## config.mk

```make
export PLATFORM = sky130hd
export DESIGN_NAME = bounded_stack_with_indexed_access_core_flat
export DESIGN_NICKNAME = d
export VERILOG_FILES = /design/src/rtl/core/bsia_pkg.sv /design/src/rtl/core/bsia_ifs.sv /design/src/rtl/core/bsia_store.sv /design/src/rtl/core/bounded_stack_with_indexed_access_core.sv /design/src/flat_wrapper.sv
export VERILOG_INCLUDE_DIRS = /design/src /design/src/rtl/core
export SDC_FILE = /design/constraint.sdc
export NUM_CORES = 2
export LEC_CHECK = 0
export ABC_CLOCK_PERIOD_IN_PS = 9850
export BUFFER_PORTS_ARGS = -buffer_cell sky130_fd_sc_hd__buf_2
export CAP_MARGIN = 5
export CORE_UTILIZATION = 34
export CTS_BUF_LIST = sky130_fd_sc_hd__clkbuf_4 sky130_fd_sc_hd__clkbuf_8
export CTS_CLUSTER_SIZE = 8
export DETAILED_ROUTE_END_ITERATION = 12
export SYNTH_ARGS = -nofsm -noshare
export SYNTH_HDL_FRONTEND = slang
export SYNTH_SLANG_ARGS = --single-unit
```

## constraint.sdc

```tcl
create_clock -name clk -period 9.85 [get_ports clk]
set_input_delay 1.97 -clock clk [delete_from_list [all_inputs] [get_ports clk]]
set_output_delay 1.97 -clock clk [all_outputs]
set_load 0.005 [all_outputs]
```

## src/rtl/core/bounded_stack_with_indexed_access_core_macros.svh

```systemverilog
// assertion macros for the indexed stack core
// no dependencies; included by files that carry concurrent checks
`ifndef BOUNDED_STACK_WITH_INDEXED_ACCESS_CORE_MACROS_SVH
`define BOUNDED_STACK_WITH_INDEXED_ACCESS_CORE_MACROS_SVH

`ifndef SYNTH
// antecedent implies consequent in the same cycle
`define BSIA_ASSERT_SAME(label, clk, rst, ante, cons) \
  label: assert property (@(posedge clk) disable iff (rst) (ante) |-> (cons)) \
    else $error("bsia check failed");
// antecedent implies consequent in the next cycle
`define BSIA_ASSERT_NEXT(label, clk, rst, ante, cons) \
  label: assert property (@(posedge clk) disable iff (rst) (ante) |=> (cons)) \
    else $error("bsia check failed");
`else
`define BSIA_ASSERT_SAME(label, clk, rst, ante, cons)
`define BSIA_ASSERT_NEXT(label, clk, rst, ante, cons)
`endif

`endif

```

## src/rtl/core/bsia_pkg.sv

```systemverilog
// shared types and constants of the indexed stack core
// no dependencies; used by the interfaces, the store and the top level
package bsia_pkg;

  localparam int DEPTH  = 64;
  localparam int DATA_W = 32;
  localparam int ADDR_W = $clog2(DEPTH);
  localparam int LVL_W  = $clog2(DEPTH + 1);
  localparam int CFG_W  = 7;
  localparam int POS_W  = 8;
  localparam int CMD_W  = 3;
  localparam int ST_W   = 2;
  localparam int CMP_W  = (POS_W > LVL_W) ? ((POS_W > CFG_W) ? POS_W : CFG_W)
                                          : ((LVL_W > CFG_W) ? LVL_W : CFG_W);
  localparam logic [CFG_W-1:0] LIMIT_RESET = CFG_W'(64);

  // command codes
  typedef enum logic [CMD_W-1:0] {
    CMD_PUSH = 3'd0,
    CMD_POP  = 3'd1,
    CMD_PEEK = 3'd2,
    CMD_RD   = 3'd3,
    CMD_WR   = 3'd4
  } cmd_t;

  // result status codes
  typedef enum logic [ST_W-1:0] {
    ST_OK    = 2'd0,
    ST_FULL  = 2'd1,
    ST_EMPTY = 2'd2,
    ST_RANGE = 2'd3
  } status_t;

  // access request to the entry store
  typedef struct packed {
    logic              wr_en;
    logic [ADDR_W-1:0] wr_addr;
    logic [DATA_W-1:0] wr_data;
    logic              rd_en;
    logic [ADDR_W-1:0] rd_addr;
  } store_req_t;

endpackage

```

## src/rtl/core/bsia_ifs.sv

```systemverilog
// channel interfaces of the indexed stack core: request, result, limit write
// depends on bsia_pkg for field widths
interface bsia_req_if;
  logic                        valid;
  logic                        ready;
  logic [bsia_pkg::CMD_W-1:0]  command;
  logic [bsia_pkg::DATA_W-1:0] value;
  logic [bsia_pkg::POS_W-1:0]  position;
  modport source (output valid, command, value, position, input ready);
  modport sink (input valid, command, value, position, output ready);
endinterface

interface bsia_rsp_if;
  logic                        valid;
  logic                        ready;
  logic [bsia_pkg::DATA_W-1:0] read_value;
  logic [bsia_pkg::ST_W-1:0]   status;
  logic [bsia_pkg::LVL_W-1:0]  level;
  logic                        is_empty;
  logic                        is_full;
  modport source (output valid, read_value, status, level, is_empty, is_full,
                  input ready);
  modport sink (input valid, read_value, status, level, is_empty, is_full,
                output ready);
endinterface

interface bsia_cfg_if;
  logic                       valid;
  logic                       ready;
  logic [bsia_pkg::CFG_W-1:0] stack_limit;
  modport source (output valid, stack_limit, input ready);
  modport sink (input valid, stack_limit, output ready);
endinterface

```

## src/rtl/core/bsia_store.sv

```systemverilog
// entry store: single-port-write, registered-read memory with per-entry valid bits
// depends on bsia_pkg; unwritten entries read as zero after reset
module bsia_store (
  input  logic                        clk,
  input  logic                        rst,
  input  bsia_pkg::store_req_t        acc,
  output logic [bsia_pkg::DATA_W-1:0] rd_data
);
  import bsia_pkg::*;

  logic [DATA_W-1:0] mem [DEPTH];
  logic [DEPTH-1:0]  written;
  logic [DATA_W-1:0] rdata;
  logic              rvalid;

  // memory write and registered read
  always_ff @(posedge clk) begin
    if (acc.wr_en) begin
      mem[acc.wr_addr] <= acc.wr_data;
    end
    if (acc.rd_en) begin
      rdata <= mem[acc.rd_addr];
    end
  end

  // written flags, cleared at reset so the store reads as all zero
  always_ff @(posedge clk) begin
    if (rst) begin
      written <= '0;
      rvalid  <= 1'b0;
    end else begin
      if (acc.wr_en) begin
        written[acc.wr_addr] <= 1'b1;
      end
      if (acc.rd_en) begin
        rvalid <= written[acc.rd_addr];
      end
    end
  end

  assign rd_data = rvalid ? rdata : '0;

endmodule

```

## src/rtl/core/bounded_stack_with_indexed_access_core.sv

```systemverilog
// top level of the bounded stack with indexed access
// depends on bsia_pkg, bsia_ifs, bsia_store and the assertion macro header
`include "bounded_stack_with_indexed_access_core_macros.svh"
// Usage
//   req : command requests (command, value, position), valid/ready
//   rsp : one result per request (read_value, status, level, is_empty,
//         is_full), valid/ready
//   cfg : writes the stack_limit register; always ready, write only while
//         no request is in flight
// Timing
//   a request is decoded in its accept cycle: level and memory write are
//   updated there and the memory read is issued. The result then moves from
//   the read stage into the output register, which drives rsp.valid. One
//   request per cycle is sustained while rsp is not held off; the registered
//   memory read forms the read stage, the level register the per-cycle decode.
// Reset
//   level goes to 0, stack_limit to 64, all entries read as zero (per-entry
//   written flags, no clearing pass), no result pending.
// Stall
//   when rsp is held off, the result stays in the output register, the read
//   stage keeps one more request and then req.ready drops.
module bounded_stack_with_indexed_access_core (
  input logic        clk,
  input logic        rst,
  bsia_req_if.sink   req,
  bsia_rsp_if.source rsp,
  bsia_cfg_if.sink   cfg
);
  import bsia_pkg::*;

  logic [CFG_W-1:0]  stack_limit;
  logic [LVL_W-1:0]  level;
  logic [LVL_W-1:0]  level_next;
  logic [LVL_W-1:0]  lim;
  logic              req_fire;
  logic              s1_adv;
  store_req_t        acc;
  logic [DATA_W-1:0] rd_data;
  status_t           st_next;
  logic              rd_next;

  // read stage
  logic              s1_valid;
  status_t           s1_status;
  logic [LVL_W-1:0]  s1_level;
  logic              s1_full;
  logic              s1_rd;

  // output register
  logic              out_valid;
  logic [DATA_W-1:0] out_value;
  status_t           out_status;
  logic [LVL_W-1:0]  out_level;
  logic              out_empty;
  logic              out_full;

  // limit register
  assign cfg.ready = 1'b1;
  always_ff @(posedge clk) begin
    if (rst) begin
      stack_limit <= LIMIT_RESET;
    end else if (cfg.valid) begin
      stack_limit <= cfg.stack_limit;
    end
  end

  // effective limit clamped to 1..DEPTH
  always_comb begin
    if (stack_limit == '0) begin
      lim = LVL_W'(1);
    end else if (CMP_W'(stack_limit) > CMP_W'(DEPTH)) begin
      lim = LVL_W'(DEPTH);
    end else begin
      lim = LVL_W'(stack_limit);
    end
  end

  // handshakes
  assign s1_adv    = s1_valid && (!out_valid || rsp.ready);
  assign req.ready = !s1_valid || s1_adv;
  assign req_fire  = req.valid && req.ready;

  // command decode: level update, memory access, status
  always_comb begin
    level_next  = level;
    st_next     = ST_OK;
    rd_next     = 1'b0;
    acc.wr_en   = 1'b0;
    acc.wr_addr = ADDR_W'(level);
    acc.wr_data = req.value;
    acc.rd_en   = 1'b0;
    acc.rd_addr = ADDR_W'(level - LVL_W'(1));
    case (req.command)
      CMD_PUSH: begin
        if (level >= lim) begin
          st_next = ST_FULL;
        end else begin
          acc.wr_en  = req_fire;
          level_next = level + LVL_W'(1);
        end
      end
      CMD_POP, CMD_PEEK: begin
        if (level == '0) begin
          st_next = ST_EMPTY;
        end else begin
          acc.rd_en = req_fire;
          rd_next   = 1'b1;
          if (req.command == CMD_POP) begin
            level_next = level - LVL_W'(1);
          end
        end
      end
      CMD_RD, CMD_WR: begin
        acc.wr_addr = ADDR_W'(req.position);
        acc.rd_addr = ADDR_W'(req.position);
        if (CMP_W'(req.position) >= CMP_W'(lim)) begin
          st_next = ST_RANGE;
        end else begin
          level_next = LVL_W'(req.position) + LVL_W'(1);
          if (req.command == CMD_RD) begin
            acc.rd_en = req_fire;
            rd_next   = 1'b1;
          end else begin
            acc.wr_en = req_fire;
          end
        end
      end
      default: begin
        level_next = level;
      end
    endcase
  end

  bsia_store u_store (
    .clk     (clk),
    .rst     (rst),
    .acc     (acc),
    .rd_data (rd_data)
  );

  // level register
  always_ff @(posedge clk) begin
    if (rst) begin
      level <= '0;
    end else if (req_fire) begin
      level <= level_next;
    end
  end

  // read stage control
  always_ff @(posedge clk) begin
    if (rst) begin
      s1_valid <= 1'b0;
    end else if (req_fire) begin
      s1_valid <= 1'b1;
    end else if (s1_adv) begin
      s1_valid <= 1'b0;
    end
  end

  // read stage payload
  always_ff @(posedge clk) begin
    if (req_fire) begin
      s1_status <= st_next;
      s1_level  <= level_next;
      s1_full   <= (level_next >= lim);
      s1_rd     <= rd_next;
    end
  end

  // output register control
  always_ff @(posedge clk) begin
    if (rst) begin
      out_valid <= 1'b0;
    end else if (s1_adv) begin
      out_valid <= 1'b1;
    end else if (rsp.ready) begin
      out_valid <= 1'b0;
    end
  end

  // output register payload
  always_ff @(posedge clk) begin
    if (s1_adv) begin
      out_value  <= s1_rd ? rd_data : '0;
      out_status <= s1_status;
      out_level  <= s1_level;
      out_empty  <= (s1_level == '0);
      out_full   <= s1_full;
    end
  end

  assign rsp.valid      = out_valid;
  assign rsp.read_value = out_value;
  assign rsp.status     = out_status;
  assign rsp.level      = out_level;
  assign rsp.is_empty   = out_empty;
  assign rsp.is_full    = out_full;

  // checks
  `BSIA_ASSERT_SAME(a_level_bound, clk, rst, 1'b1, level <= LVL_W'(DEPTH))
  `BSIA_ASSERT_SAME(a_no_overrun, clk, rst, req_fire, !s1_valid || s1_adv)
  `BSIA_ASSERT_SAME(a_full_flag, clk, rst, rsp.valid && rsp.status == ST_FULL,
    rsp.is_full && rsp.read_value == '0)
  `BSIA_ASSERT_SAME(a_empty_flag, clk, rst, rsp.valid && rsp.status == ST_EMPTY,
    rsp.is_empty && rsp.read_value == '0)
  `BSIA_ASSERT_NEXT(a_result_follows, clk, rst, s1_valid && s1_adv, out_valid)

endmodule

```

## src/flat_wrapper.sv

```systemverilog
// flat-port wrapper written by rule: the top's interface ports become plain ports
module bounded_stack_with_indexed_access_core_flat import bsia_pkg::*;
  (clk, rst, req_valid, req_command, req_value, req_position, req_ready, rsp_valid, rsp_read_value, rsp_status, rsp_level, rsp_is_empty, rsp_is_full, rsp_ready, cfg_valid, cfg_stack_limit, cfg_ready);
  bsia_req_if req_i ();
  bsia_rsp_if rsp_i ();
  bsia_cfg_if cfg_i ();
  input logic clk;
  input logic rst;
  input wire logic [$bits(req_i.valid)-1:0] req_valid;
  input wire logic [$bits(req_i.command)-1:0] req_command;
  input wire logic [$bits(req_i.value)-1:0] req_value;
  input wire logic [$bits(req_i.position)-1:0] req_position;
  output wire logic [$bits(req_i.ready)-1:0] req_ready;
  output wire logic [$bits(rsp_i.valid)-1:0] rsp_valid;
  output wire logic [$bits(rsp_i.read_value)-1:0] rsp_read_value;
  output wire logic [$bits(rsp_i.status)-1:0] rsp_status;
  output wire logic [$bits(rsp_i.level)-1:0] rsp_level;
  output wire logic [$bits(rsp_i.is_empty)-1:0] rsp_is_empty;
  output wire logic [$bits(rsp_i.is_full)-1:0] rsp_is_full;
  input wire logic [$bits(rsp_i.ready)-1:0] rsp_ready;
  input wire logic [$bits(cfg_i.valid)-1:0] cfg_valid;
  input wire logic [$bits(cfg_i.stack_limit)-1:0] cfg_stack_limit;
  output wire logic [$bits(cfg_i.ready)-1:0] cfg_ready;
  assign req_i.valid = req_valid;
  assign req_i.command = req_command;
  assign req_i.value = req_value;
  assign req_i.position = req_position;
  assign req_ready = req_i.ready;
  assign rsp_valid = rsp_i.valid;
  assign rsp_read_value = rsp_i.read_value;
  assign rsp_status = rsp_i.status;
  assign rsp_level = rsp_i.level;
  assign rsp_is_empty = rsp_i.is_empty;
  assign rsp_is_full = rsp_i.is_full;
  assign rsp_i.ready = rsp_ready;
  assign cfg_i.valid = cfg_valid;
  assign cfg_i.stack_limit = cfg_stack_limit;
  assign cfg_ready = cfg_i.ready;
  bounded_stack_with_indexed_access_core u_core (.clk(clk), .rst(rst), .req(req_i), .rsp(rsp_i), .cfg(cfg_i));
endmodule
```

Yosys cells after proc, flatten, opt, wreduce, memory -nomap -nowiden

Memories as Yosys holds them, arrays and structs flattened. A register that Yosys moved wholly into a read port is not among the register bits.
Index checks and enable logic that the tools add are counted.

Register bits after elaboration: 135
RAM bits: 2048
Input port bits: 55
Output and inout port bits: 46
Memories kept: 1

Memory list:

| memory             | depth | bits a word | read ports | clocked after Yosys merged registers in | write ports | line             | text |
|---|---|---|---|---|---|---|---|
| u_core.u_store.mem | 64    | 32          | 1          | 1                                       | 1           | bsia_store.sv:11 | `logic [DATA_W-1:0] mem [DEPTH];` |

$add $sub $neg: 3
Magnitude comparators: 7
Equal/unequal tests: 4
Mux-type cells: 35
Bitwise logic cells: 1
Reductions and logical operators: 16

Operator list:

| cell                                                                  | number |
|---|---|
| 64-bit bitwise OR                                                     | 1 |
| 7-bit two-way mux                                                     | 6 |
| 7-bit zero test                                                       | 3 |
| 7-bit one-hot mux with 3 select lines                                 | 1 |
| 1-bit two-way mux                                                     | 18 |
| 7-bit by 1-bit adder with 7-bit output, second input constant         | 2 |
| 7-bit >= comparator                                                   | 2 |
| 6-bit by 7-bit < comparator with 1-bit output, second input constant  | 2 |
| 6-bit two-way mux                                                     | 2 |
| 8-bit by 7-bit >= comparator with 1-bit output                        | 1 |
| 7-bit greater-than comparator, second input constant                  | 1 |
| 7-bit by 1-bit subtractor with 7-bit output, second input constant    | 1 |
| 1-bit binary-select mux with 6-bit select                             | 1 |
| 1-bit demux with 6-bit select                                         | 1 |
| 3-bit by 2-bit equality test with 1-bit output, second input constant | 2 |
| 6-bit by 1-bit >= comparator with 1-bit output, second input constant | 1 |
| 1-bit one-hot mux with 2 select lines                                 | 3 |
| 2-bit one-hot mux with 3 select lines                                 | 1 |
| 2-bit two-way mux                                                     | 2 |
| 2-bit nonzero test                                                    | 2 |
| 2-bit OR reduction                                                    | 2 |
| 3-bit by 1-bit equality test with 1-bit output, second input constant | 1 |
| 3-bit equality test, second input constant                            | 1 |
| 1-bit logical AND                                                     | 3 |
| 4 further kinds                                                       | 6 |

Logic depth before layout (Yosys ltp)

Word-level depth: 10
Mapped depth: 22

Modules after synthesis

A second synthesis with hierarchy kept.

Cells, all modules: 3712
Area, all modules: 85328.1 µm²

By module, submodules not included:

| module                                 | times used | cells an instance | area each (µm²) | seq. area each (µm²) |
|---|---|---|---|---|
| bsia_store                             | 1          | 3340              | 81500.7         | 63761.2 |
| bounded_stack_with_indexed_access_core | 1          | 372               | 3827.4          | 1941.9 |

Worst setup path after synthesis

OpenSTA, ideal clock, no wires.

Kind: input-to-reg
From: input port req_command[0]
To: memory u_core.u_store.mem[32][0] (enable)
Data arrival time: 5287 ps
Path slack: 4142 ps
Stages on the path: 10
Path through: buf_6 > or3b_1 > buf_2 > nand2_1 > clkbuf_1 > mux2i_1 > o2111ai_1 > or2_2 > clkbuf_1 > nor2_1

Cells in the longest elaborated chain, start to end: 6
Elaborated cells on any way between the ends: 10
Those cells by class: eq/ne: 2; mux: 6; reduce/logical: 2

RTL lines:

| element                                        | line                                                                                        | text |
|---|---|---|
| start, declared                                | flat_wrapper.sv:10                                                                          | `input wire logic [$bits(req_i.command)-1:0] req_command;` |
| 3-bit by 2-bit equality test with 1-bit output | bounded_stack_with_indexed_access_core.sv:93, bounded_stack_with_indexed_access_core.sv:120 |  |
| 1-bit two-way mux                              | bounded_stack_with_indexed_access_core.sv:120                                               | `if (req.command == CMD_RD) begin` |
| 1-bit two-way mux                              | bounded_stack_with_indexed_access_core.sv:116                                               | `if (CMP_W'(req.position) >= CMP_W'(lim)) begin` |
| 1-bit one-hot mux with 2 select lines          | bounded_stack_with_indexed_access_core.sv:93                                                | `case (req.command)` |
| 1-bit two-way mux                              | bsia_store.sv:18                                                                            | `if (acc.wr_en) begin` |
| 1-bit two-way mux (implied by the code)        | bsia_store.sv:19                                                                            | `mem[acc.wr_addr] <= acc.wr_data;` |
| end, declared                                  | bsia_store.sv:11                                                                            |  |

Parallel ways exist; a longest one is shown, timed or not.

Final worst setup path

From: input port req_position[0]
To: memory u_core.u_store.mem[48][18] (enable)

Cells in the longest elaborated chain, start to end: 5
Elaborated cells on any way between the ends: 6
Those cells by class: order compare: 1; mux: 5

RTL lines:

| element                                        | line                                          | text |
|---|---|---|
| start, declared                                | flat_wrapper.sv:12                            | `input wire logic [$bits(req_i.position)-1:0] req_position;` |
| 8-bit by 7-bit >= comparator with 1-bit output | bounded_stack_with_indexed_access_core.sv:116 |  |
| 1-bit two-way mux                              | bounded_stack_with_indexed_access_core.sv:116 |  |
| 1-bit one-hot mux with 2 select lines          | bounded_stack_with_indexed_access_core.sv:93  |  |
| 1-bit two-way mux                              | bsia_store.sv:18                              |  |
| 1-bit two-way mux (implied by the code)        | bsia_store.sv:19                              |  |

Parallel ways exist; a longest one is shown, timed or not.

==> metrics.yaml <==
die:
  dieArea_um2: 253000
  die_h_um: 503
  row_count: 183
  pin_count: 101
  start_util: 0.343
  dieWidth_um: 503
  core_um2: 249000
outcome:
  status: "finished clean"
critical_path:
  slowest_stage: "a21oi_1"
  crit_path_start: "req_position[0]"
  crit_fanout: 32
  critical_path.top_delay_family: "simple AND/OR/NAND/NOR gates"
  regToRegSetupSlack_ns: 4.18
  crit_path_frequent_cell: "a21oi_1"
  path_cells: "buf_2, inv_1, ha_1, nand2b_1, a21oi_1, o21ai_0, a21oi_1, and2_1, o2111ai_2, or2_2, nor2_4"
  critPathLaunchType: "primary input"
  end_kind: "flip-flop"
  crit_buf_inv: 2
  crit_arrival_ns: 6.47
  required_ns: 10.44
  critPathKind: "in -> reg"
  r2r_start: "u_core.stack_limit[1]"
  slowest_delay_ns: 0.99
clocking:
  clockBufferDepth: 4
  cts_resized: 0
  cts_buffers: 375
  clkLatencyLatePin_ns: 1.06
  cts_tree: "done"
  clk_pin_slew_ns: 0.05
  cts.sinks: 2215
  cts_max_level: 5
  cts_setup_buffers: 0
  cts_root_buf: "clkbuf_8"
  hold_buffers: 0
sta:
  fin_skew_ns: 0.0851
  hold_slack_ns: 0.421
  hold_viol: 0
  rsz0062_at_grt: "false"
  fmax_mhz: 170
  worstMarginPinSlew_ns: 1.38
  setup_viol: 0
  fin_crit_sh: 0.597
  tns_ns: 0
  finalCriticalPeriod_ns: 5.88
  slew_violations: 0
  slew_headroom: 0.0742
detailed_routing:
  route.detailed.drc: 0
  via_count: 43800
  antenna_left: 0
  wirelength_um: 231000
  drt_iter0_drc: 5622
  dr.pass1.iters: 6
  vias_per_cell: 5.41
  wl_per_cell_um: 28.5
final_layout:
  syn2layout_area_growth_pct: 13.9
  drive_gt1_frac: 0.287
  ff_latch_area_um2: 65700
  nets: 4573
  multiInputGateArea_um2: 19100
  fin_area_um2: 97100
  nFillCells: 22300
synth:
  syn_area_um2: 85300
  synth_top_flop_cell: "edfxtp_1"
  yosys-top-cells-area: "edfxtp_1, mux4_2, dfxtp_1"
  ys_seq_area_frac: 0.770
  syn_nets: 4256
  yosys.area.top_type: "edfxtp_1"
  ys_async_sr_fraction: 0
  synth-edff-count: 2134
  ys_warn_count: 0
  yosysTopAreaCellShare: 0.751
  avgSynthCellArea_um2: 20.4
  yosys.cell_types.count: 66
  ys_seq_elements: 2215
  postSynthCellCount: 4176
global_routing:
  grt_pass1_wl_um: 323000
  grt_usage: 0.180
  grt_max_degree: 116
  antenna_found_initial: 26
  grt.overflow.total: 0
  grt_pass1_vias: 42900
place:
  hpwl_um: 132000
  place_congestion: 0.856
  dpl_cell_area_um2: 90400
  portBuffers: 99
worst_hold_path:
  hold_path.startpoint: "u_core.s1_status[1]"
  hold_class: "reg -> reg"
power_and_ir_drop:
  max-vdd-ir-drop_mv: 0.105
  p_leak_nw: 30.1
  p_per_area_nw_per_um2: 212
job:
  maxCapViolCount: 0
-- synthesized netlist by cell type (36+ instances only) --
cell,n
a21oi_1,57
and3_1,36
buf_2,78
clkbuf_1,139
dfxtp_1,81
edfxtp_1,2134
mux2i_1,43
mux4_2,526
nand2_1,241
nand3_1,88
nor2_1,263
o22ai_1,80
o2bb2ai_1,52
-- final timing paths --
path / to / cells past startpoint
worst min-delay path: u_core.rsp.status[1] / 0
worst max register to register: u_core.u_store.mem[48][18] / 12
worst max-delay path: u_core.u_store.mem[48][18] / 11
worst min register to register: u_core.rsp.status[1] / 0
-- worst register-to-register path, delay by kind of cell (launching register included) --
family	cells	cell delay [ns]
flip-flops	1	0.32
adder cells (fa/ha/maj)	1	0.32
AND/OR/NAND/NOR	6	2.64
AO/OA/AOI/OAI	5	1.92
-- registers in the layout (all words and copies together) (netlist names), 2 cells and up --
signal                  flops
u_core.rsp.status           2
u_core.stack_limit          7
u_core.u_store.written     64
u_core.u_store.rdata       32
u_core.u_store.mem       2048
u_core.rsp.read_value      32
u_core.rsp.level            7
u_core.s1_status            2
u_core.level                7
u_core.s1_level             7
-- logic make-up after synthesis --
| group | Yosys count | synth area share |
|---|---|---|
| DFF | 2215 | 0.770 |
| and+or+nand+nor | 757 | 0.0411 |
| muxes | 570 | 0.144 |
| AOI/OAI and AO/OA | 320 | 0.0260 |
| buffers and inverters | 276 | 0.0136 |
| adders and majority gates | 25 | 0.00367 |
| xor gates and xnor gates | 12 | 0.00123 |
| other | 1 | 0.0000440 |
-- placed cells by master (no fill, tap or decap), drive strengths merged, types with 10 or more instances in the layout --
master | synthesis | final
nor2 | 263 | 263
a31oi | 10 | 10
diode | 0 | 18
mux4 | 526 | 526
edfxtp | 2134 | 2134
nor4 | 34 | 34
o21ai | 31 | 31
a211oi | 11 | 11
inv | 26 | 27
o22ai | 80 | 80
a32oi | 34 | 34
ha | 25 | 25
buf | 109 | 188
mux2i | 43 | 43
nor3 | 12 | 12
nand2 | 241 | 241
a21oi | 57 | 57
nand3 | 88 | 88
or3 | 10 | 10
clkinv | 2 | 109
clkbuf | 139 | 504
dfxtp | 81 | 81
and3 | 36 | 36
and4b | 33 | 33
o2bb2ai | 52 | 52
-- power breakdown --
part	switching, W	leakage, nW	internal, W	total (W)
Sequential	0.0000271	19.9	0.0104	0.0104
Combinational	0.00169	6.62	0.000854	0.00254
Clock	0.00354	3.56	0.00407	0.00761
-- routing by layer --
layer | vias up | global-route usage | wire [µm]
met5 | - | 0 | 33
met3 | 357 | 0.0355 | 21700
met2 | 2293 | 0.267 | 105000
li1 | 17900 | - | -
met1 | 23200 | 0.261 | 96300
met4 | 4 | 0.0671 | 8130
-- cell type report --
class | instances | share of cell area
clock inverter | 116 | 0.00560
inverter | 28 | 0.00108
timing repair buffer | 188 | 0.0134
antenna | 18 | 0.000464
tap | 3330 | 0.0429
sequential | 2215 | 0.676
multi-input combinational | 1685 | 0.196
clock buffer | 504 | 0.0636
-- metrics by stage --
stage | total power, W | cells | worst slack (ns) | util
final | 0.0206 | 8084 | 3.97 | 0.390
after global routing | 0.0212 | 8070 | 3.85 | 0.390
after CTS | 0.0207 | 8066 | 4.03 | 0.390
after detailed placement | 0.0131 | 7446 | 2.94 | 0.363
after global placement | 0.0131 | 7446 | 2.92 | 0.363
after floorplan | 0.0120 | 4176 | 4.14 | -
(Power assumes the default switching activity.)
